### config.mk
export PLATFORM = sky130hd
export DESIGN_NAME = pcf_ctrl
export DESIGN_NICKNAME = d
export VERILOG_FILES = /design/src/pcf_pkg.sv /design/src/pcf_ctrl.sv
export SDC_FILE = /design/constraint.sdc
export NUM_CORES = 1
export LEC_CHECK = 0
export BUFFER_PORTS_ARGS = -buffer_cell sky130_fd_sc_hd__buf_2
export CAP_MARGIN = 20
export CORE_AREA = 3 3 176 178
export CTS_CLUSTER_SIZE = 40
export DETAILED_ROUTE_END_ITERATION = 8
export DIE_AREA = 0 0 179 181
export REMOVE_ABC_BUFFERS = 1
export SLEW_MARGIN = 25
export SYNTH_ARGS = -nofsm -noshare
export SYNTH_HDL_FRONTEND = slang
export SYNTH_SLANG_ARGS = --single-unit
### constraint.sdc
create_clock -name clk -period 11.9 [get_ports clk]
set_input_delay 1.19 -clock clk [delete_from_list [all_inputs] [get_ports clk]]
set_output_delay 1.19 -clock clk [all_outputs]
set_load 0.03 [all_outputs]
### src/pcf_pkg.sv
// Shared types and constants for the cubic path flattener.
// No dependencies.
`timescale 1ns / 1ps
package pcf_pkg;
	localparam int MaxDepth  = 5;
	localparam int CoordW    = 24;
	localparam int TolW      = 48;
	localparam int LvlW      = 3;
	localparam int SpW       = 3;

	typedef enum logic [2:0] {
		OP_MOVE  = 3'd0,
		OP_LINE  = 3'd1,
		OP_CUBIC = 3'd2,
		OP_CLOSE = 3'd3,
		OP_END   = 3'd4
	} op_t;

	typedef enum logic [1:0] {
		KIND_POINT  = 2'd0,
		KIND_OPEN   = 2'd1,
		KIND_CLOSED = 2'd2
	} kind_t;

	typedef enum logic [2:0] {
		ST_IDLE,
		ST_MARK,
		ST_PRE,
		ST_PT,
		ST_EVAL,
		ST_MUL,
		ST_DEC,
		ST_POP
	} state_t;

	typedef struct packed {
		logic load;      // capture curve from item and current point
		logic mul;       // register cross-product partials
		logic split;     // push right half, continue with left
		logic pop;       // read right half from stack
		logic pop_ld;    // load popped data into the working curve
	} dp_cmd_t;

	typedef struct packed {
		logic flat;       // piece is final (flat, depth, or stack full)
		logic stack_empty;
	} dp_sts_t;

	function automatic logic signed [CoordW-1:0] mid(
		input logic signed [CoordW-1:0] a, input logic signed [CoordW-1:0] b);
		logic signed [CoordW:0] s;
		s = {a[CoordW-1], a} + {b[CoordW-1], b};
		return s[CoordW:1];
	endfunction
endpackage

### src/pcf_ctrl.sv
// Control state machine: path element decode, contour bookkeeping,
// subdivision sequencing and output register. Depends on pcf_pkg.
`timescale 1ns / 1ps
module pcf_ctrl (
	input  logic                          clk,
	input  logic                          arst_n,
	input  logic                          in_valid,
	output logic                          in_ready,
	input  logic [2:0]                    in_op,
	input  logic signed [pcf_pkg::CoordW-1:0] in_p [6],
	output logic                          out_valid,
	input  logic                          out_ready,
	output logic signed [pcf_pkg::CoordW-1:0] out_x,
	output logic signed [pcf_pkg::CoordW-1:0] out_y,
	output logic [1:0]                    out_kind,
	output logic                          out_last,
	output pcf_pkg::dp_cmd_t              cmd,
	input  pcf_pkg::dp_sts_t              sts,
	output logic signed [pcf_pkg::CoordW-1:0] cv [8],
	input  logic signed [pcf_pkg::CoordW-1:0] end_x,
	input  logic signed [pcf_pkg::CoordW-1:0] end_y
);
	import pcf_pkg::*;

	state_t state_q, state_d;
	logic [2:0] op_q;
	logic signed [CoordW-1:0] p_q [6];
	logic signed [CoordW-1:0] cur_x_q, cur_y_q;
	logic has_cur_q;
	logic [1:0] cnt_q;
	logic ov_q;
	logic free;
	logic emit;
	logic signed [CoordW-1:0] ex, ey;
	logic [1:0] ek;
	logic el;
	logic mark_n;

	assign free = !ov_q || out_ready;
	assign in_ready = (state_q == ST_IDLE);

	assign cv[0] = cur_x_q; assign cv[1] = cur_y_q;
	assign cv[2] = p_q[0];  assign cv[3] = p_q[1];
	assign cv[4] = p_q[2];  assign cv[5] = p_q[3];
	assign cv[6] = p_q[4];  assign cv[7] = p_q[5];

	// move / end of path need an open marker when contour count is nonzero
	assign mark_n = (cnt_q != 2'd0);

	always_comb begin
		state_d = state_q;
		case (state_q)
			ST_IDLE: if (in_valid) begin
				case (in_op)
					OP_MOVE, OP_CLOSE, OP_END: state_d = ST_MARK;
					OP_LINE:  state_d = ST_PRE;
					OP_CUBIC: state_d = has_cur_q ? ST_PRE : ST_IDLE;
					default:  state_d = ST_IDLE;
				endcase
			end
			ST_MARK: if (free || !mark_n)
				state_d = (op_q == OP_MOVE) ? ST_PT : ST_IDLE;
			ST_PRE: if (free || !(has_cur_q && cnt_q == 2'd0))
				state_d = (op_q == OP_LINE) ? ST_PT : ST_MUL;
			ST_PT:  if (free) state_d = ST_IDLE;
			ST_MUL: state_d = ST_EVAL;
			ST_EVAL: begin
				if (!sts.flat) state_d = ST_MUL;
				else if (free) state_d = sts.stack_empty ? ST_IDLE : ST_POP;
			end
			ST_POP: state_d = ST_DEC;
			ST_DEC: state_d = ST_MUL;
			default: state_d = ST_IDLE;
		endcase
	end

	always_comb begin
		cmd = '0;
		emit = 1'b0;
		ex = '0; ey = '0; ek = KIND_POINT; el = 1'b0;
		case (state_q)
			ST_MARK: begin
				emit = mark_n && free;
				ek = (op_q == OP_CLOSE && cnt_q == 2'd2) ? KIND_CLOSED : KIND_OPEN;
				el = (op_q != OP_MOVE);
			end
			ST_PRE: begin
				emit = has_cur_q && cnt_q == 2'd0 && free;
				ex = cur_x_q; ey = cur_y_q;
				cmd.load = (op_q == OP_CUBIC);
			end
			ST_PT: begin
				emit = free;
				ex = p_q[0]; ey = p_q[1]; el = 1'b1;
			end
			ST_MUL: cmd.mul = 1'b1;
			ST_EVAL: begin
				cmd.split = !sts.flat;
				emit = sts.flat && free;
				ex = end_x; ey = end_y; el = sts.stack_empty;
				cmd.pop = sts.flat && free && !sts.stack_empty;
			end
			ST_DEC: cmd.pop_ld = 1'b1;
			default: ;
		endcase
		if (state_q == ST_PRE && !(has_cur_q && cnt_q == 2'd0) && op_q == OP_CUBIC)
			cmd.load = 1'b1;
		if (state_q == ST_PRE && !free && has_cur_q && cnt_q == 2'd0)
			cmd.load = 1'b0;
	end

	always_ff @(posedge clk or negedge arst_n) begin
		if (!arst_n) begin
			state_q <= ST_IDLE;
			cur_x_q <= '0;
			cur_y_q <= '0;
			has_cur_q <= 1'b0;
			cnt_q <= '0;
			ov_q <= 1'b0;
		end else begin
			state_q <= state_d;
			ov_q <= emit || (ov_q && !out_ready);
			if (emit && ek == KIND_POINT && cnt_q != 2'd2) cnt_q <= cnt_q + 1'b1;
			case (state_q)
				ST_MARK: if (free || !mark_n) begin
					cnt_q <= 2'd0;
					has_cur_q <= (op_q == OP_MOVE);
					if (op_q == OP_MOVE) begin
						cur_x_q <= p_q[0]; cur_y_q <= p_q[1];
					end
					if (op_q == OP_END) begin
						cur_x_q <= '0; cur_y_q <= '0;
					end
				end
				ST_PT: if (free) begin
					cur_x_q <= p_q[0]; cur_y_q <= p_q[1];
					has_cur_q <= 1'b1;
				end
				ST_EVAL: if (sts.flat && free && sts.stack_empty) begin
					cur_x_q <= p_q[4]; cur_y_q <= p_q[5];
				end
				default: ;
			endcase
		end
	end

	always_ff @(posedge clk) begin
		if (in_valid && in_ready) begin
			op_q <= in_op;
			for (int i = 0; i < 6; i++) p_q[i] <= in_p[i];
		end
		if (emit) begin
			out_x <= ex; out_y <= ey; out_kind <= ek; out_last <= el;
		end
	end

	assign out_valid = ov_q;
endmodule

## After elaboration in Yosys (flattened, before gate mapping)

Memories as Yosys holds them, arrays and structs flattened.
Cells that the tools add are included.

| cells by class | value |
|---|---|
| $add $sub $neg | 1 |
| bitwise operators | 0 |
| multiplexer cells | 44 |
| reduce and logical (&&, ||, !) cells | 40 |
| $lt $le $gt $ge | 0 |
| $mul | 0 |
| shift operators | 0 |
| divide/modulo/power cells | 0 |
| equality and inequality tests | 24 |

Operator list:

| cell | number |
|---|---|
| case mux 24 bit (3 select lines) | 4 |
| two-way mux 24 bit | 10 |
| two-way mux 3 bit | 8 |
| case mux 3 bit (8 select lines) | 1 |
| equality test 3 x 2 -> 1 bit (second input constant) | 6 |
| equality test 3 bit (second input constant) | 6 |
| logical AND 1 bit | 16 |
| two-way mux 2 bit | 8 |
| inequality test 2 bit (second input constant) | 6 |
| AND reduction 5 bit | 2 |
| equality test 3 x 1 -> 1 bit (second input constant) | 3 |
| zero test 3 bit | 3 |
| two-way mux 1 bit | 9 |
| zero test 1 bit | 7 |
| inequality test 3 bit (second input constant) | 2 |
| case mux 2 bit (3 select lines) | 1 |
| nonzero test 3 bit | 2 |
| zero test 2 bit | 2 |
| logical OR 1 bit | 4 |
| case mux 1 bit (4 select lines) | 1 |
| nonzero test 2 bit | 2 |
| case mux 1 bit (3 select lines) | 1 |
| AND reduction 3 bit | 1 |
| OR reduction 3 bit | 1 |
| other kinds (3) | 3 |

| storage, ports and cells | value |
|---|---|
| flip-flop bits (word level) | 109 |
| bits in read-only memories | 0 |
| bits in writable memories | 144 |
| memories | 1 |
| bits in latches | 0 |

Memories:

| name | depth | width | rd ports | clocked after memory_dff | wr ports | line | source |
|---|---|---|---|---|---|---|---|
| p_q | 6 | 24 | 6 | 0 | 6 | pcf_ctrl.sv:27 | `logic signed [CoordW-1:0] p_q [6];` |

## Logic depth before layout (Yosys ltp)

| depth | value |
|---|---|
| word-level depth | 10 |
| depth in mapped cells | 9 |

## Worst setup path before layout

OpenSTA, ideal clock, no wires.

| path | value |
|---|---|
| kind | register to register |
| from | reg state_q[1] |
| to | reg op_q[0] (enable) |
| arrival | 4.563 ns |
| slack | 6.813 ns |
| cell stages (with the launch flop) | 5 |
| path through | dfrtp_1 buf_2 or3_1 inv_2 and2_1 |

| on the way | value |
|---|---|
| cells in the longest elaborated chain, start to end | 2 |

Ends and longest elaborated chain:

| item | line | source |
|---|---|---|
| start, declared | pcf_ctrl.sv:25 | `state_t state_q, state_d;` |
| start signal, assigned | pcf_ctrl.sv:121 | `state_q <= state_d;` |
| zero test 3 bit | pcf_ctrl.sv:40 | `assign in_ready = (state_q == ST_IDLE);` |
| named net in_ready | pcf_ctrl.sv:8 | `output logic in_ready,` |
| logical AND 1 bit | pcf_ctrl.sv:148 | `if (in_valid && in_ready) begin` |
| end signal, assigned | pcf_ctrl.sv:149 | `op_q <= in_op;` |
| end, declared | pcf_ctrl.sv:26 | `logic [2:0] op_q;` |

The timed path passes the listed nets, and every way through them passes these cells.
A chain may end at the register's enable or synchronous reset.

==> summary.md <==
| Metric | Value |
|---|---|
| Largest net degree at the start of global routing | 70 |
| Syn Area/Cell | 14.9 sq um |
| Min Clock Period, post-route | 3.87 ns |
| Worst r2r src | state_q[0]$_DFFE_PN0P_ |
| CTS tree | yes |
| Hold path startpoint | cnt_q[0]$_DFF_PN0_ |
| Worst-path clk slew | 0.06 ns |
| CTS Buf Count | 28 |
| Max VDD drop | 159 uV |
| Pre-antenna DRT Iters | 7 |
| Outcome | complete, no violations |
| DRC | 0 |
| Clk root buf | clkbuf_16 |
| Yosys top cell area share | 60.0% |
| Share of cells above drive strength 1 | 48.6% |
| Commonest non-fill, non-tap cell in the layout | buf_2 |
| Fin. Hold Viols | 0 |
| Critical path required time | 10.71 ns |
| Fillers | 2,755 |
| Commonest cells after routing, fill and taps aside | buf_2, edfxtp_1, nand2_1, o21ai_1, dfrtp_1 |
| Max Cap Viol | 0 |
| DP Wirelength | 22,400 microns |
| Initial antenna violation count | 10 |
| CP endpoint kind | output port |
| First-pass GRT wire length | 46,300 microns |
| Ports | 451 |
| Post-synthesis sequential area ratio | 73.9% |
| Core Area | 29,600 sq um |
| Die Area | 32,400 sq um |
| Pwr/cell area | 284 nW/um^2 |
| Yosys reg bits | 253 |
| Max Fclk | 0.259 GHz |
| H-tree levels | 1 |
| Mapped Area | 9910 sq um |
| CP startpoint kind | flop |
| Number of port buffers | 450 |
| Gr ovfl total | 0 |
| Post-Route Setup TNS | 0 ns |
| # setup viols final | 0 |
| Total Power | 3.83 mW |
| Die width | 179 microns |
| Drt via density | 4.74 |
| Cts hold-fix bufs | 0 |
| Vias in the first global route | 7,509 |
| Layout Nets | 1,315 |
| Number of core rows | 63 |
| Worst Hold Class | flop to flop |
| Final hold slack | 0.479 ns |
| Worst r2r path cells | 6 |
| Post-synth cell types | 46 |
| CTS sink count | 253 |
| Unrepaired setup endpoints after global routing | false |
| Hold path endpoint | cnt_q[0]$_DFF_PN0_ |
| Static Leak | 5.77 nW |
| Main area contributors after synthesis | edfxtp_1, dfrtp_1, mux2i_1 |
| Post-Route WL | 31,300 microns |
| Area of the multi-input gates | 2370 sq um |
| Crit path arrival time | 2.68 ns |
| Max-slew violations | 0 |
| Seq. cell area | 7330 sq um |
| Routed wire length per instance | 20.4 microns |
| Detail Route Antenna Nets | 0 |
| Worst-margin pin slew | 0.836 ns |
| Initial detailed-routing violation count | 409 |
| Initial Util | 33.5% |
| R2r endpoint | cur_x_q[6]$_DFFE_PN0P_ |
| Via count | 7,257 |
| Die Height | 181 microns |
| Worst-case clock buffer depth | 3 |
| Synth warn | 0 |
| Dominant cell type by area after synthesis | edfxtp_1 |
| Worst-Skew Late Latency | 0.54 ns |
| Worst R2R Setup Slack | 8.67 ns |
| WS Path Type | flop to output port |
| Worst rel slew slack | 44.3% |
| Max Clock Skew | 0.0132 ns |
| Worst hold path depth | 1 |
| Final GP Congestion | 0.849 |
| Syn Inst Count | 663 |
| Post-CTS sizing | 0 |
| CP max FO | 50 |
| Final period util | 32.5% |
| All-Layer GR Usage | 18.7% |
| Post-CTS Repair Setup Buffers | 0 |
| Area delta synth->final | 35.9% |
-- stage by stage --
step | instance area (sq um) | util (%) | setup WS (ns) | std cells
5_1_grt | 13500 | 45.6 | 7.84 | 1530
6_report | 13500 | 45.6 | 8.03 | 1531
3_5_place_dp | 12500 | 42.4 | 8.35 | 1472
3_3_place_gp | 12500 | 42.4 | 8.38 | 1472
2_1_floorplan | 9690 | - | 5.52 | 622
4_1_cts | 13500 | 45.5 | 7.97 | 1524
-- layout make-up --
cell class,count,share of cell area (%)
Multi-Input combinational cell,364,17.6
Timing Repair Buffer,460,17.3
Clock inverter,13,1.11
Inverter,5,0.139
Antenna cell,7,0.130
Sequential cell,253,54.4
Tap cell,390,3.62
Clock buffer,39,5.73
-- how the worst max path moves through the flow --
stage,startpoint,to,slack (ns),cells after the start
2_1_floorplan,state_q[0]$_DFFE_PN0P_,cmd[1],5.52,3
3_3_place_gp,out_ready,cur_x_q[18]$_DFFE_PN0P_,8.38,7
3_5_place_dp,out_ready,cur_y_q[22]$_DFFE_PN0P_,8.35,8
4_1_cts,state_q[0]$_DFFE_PN0P_,cmd[1],7.97,5
5_1_grt,state_q[2]$_DFFE_PN0P_,cmd[1],7.84,5
6_report,state_q[2]$_DFFE_PN0P_,cmd[4],8.03,5
-- per-layer routing --
metal | share of wire, % | GRT usage [%] | routed length [microns] | vias to the layer above
met2 | 49 | 31.2 | 15500 | 342
met5 | 0.12 | 0 | 38 | -
met4 | 3.1 | 5.95 | 980 | 8
met1 | 38 | 22.5 | 11700 | 3430
li1 | - | - | - | 3413
met3 | 9.7 | 6.70 | 3020 | 64
-- power by group --
part,internal [mW],switching (mW)
registers,1.27,0.173
logic,0.435,1.08
clock network,0.517,0.351
-- worst max-delay path, stage by stage (launching register included) --
cell and delay (ns):
dfrtp_1 0.58, nand2b_2 0.28, buf_4 0.34, or4b_1 0.54, a31oi_1 0.17, buf_2 0.22
-- synthesized netlist by cell type, drive strengths merged --
cell	count
inv	5
nand2	106
nor3b	4
a21oi	4
a22o	1
edfxtp	198
dfrtp	55
clkbuf	13
o221ai	1
nor2	6
ha	2
or4b	2
nand3b	2
a31oi	1
and4	1
and2	2
a211oi	1
or3	3
o22ai	2
buf	28
nand4bb	1
nand4b	1
o211ai	2
o32ai	1
o21ai	102
nor2b	3
nand2b	5
a22oi	48
a311oi	1
a21o	1
nand3	2
and3b	3
mux2i	50
nor3	3
o22a	1
o41ai	2
-- cell families after synthesis --
kind of cell             synth area share [%]
AO/OA/AOI/OAI                            11.7
adder cells (fa/ha/maj)                 0.252
buffers and inverters                    2.45
flip-flops                               73.9
multiplexers                             5.05
AND/OR/NAND/NOR                          6.68
-- flip-flops by register name, summed over array words and instances (netlist names) --
signal / flops
cnt_q: 2
cur_x_q: 24
cur_y_q: 24
has_cur_q: 1
op_q: 3
out_kind: 2
out_last: 1
out_valid: 1
out_x: 24
out_y: 24
p_q: 144
state_q: 3
(Power assumes the default switching activity.)
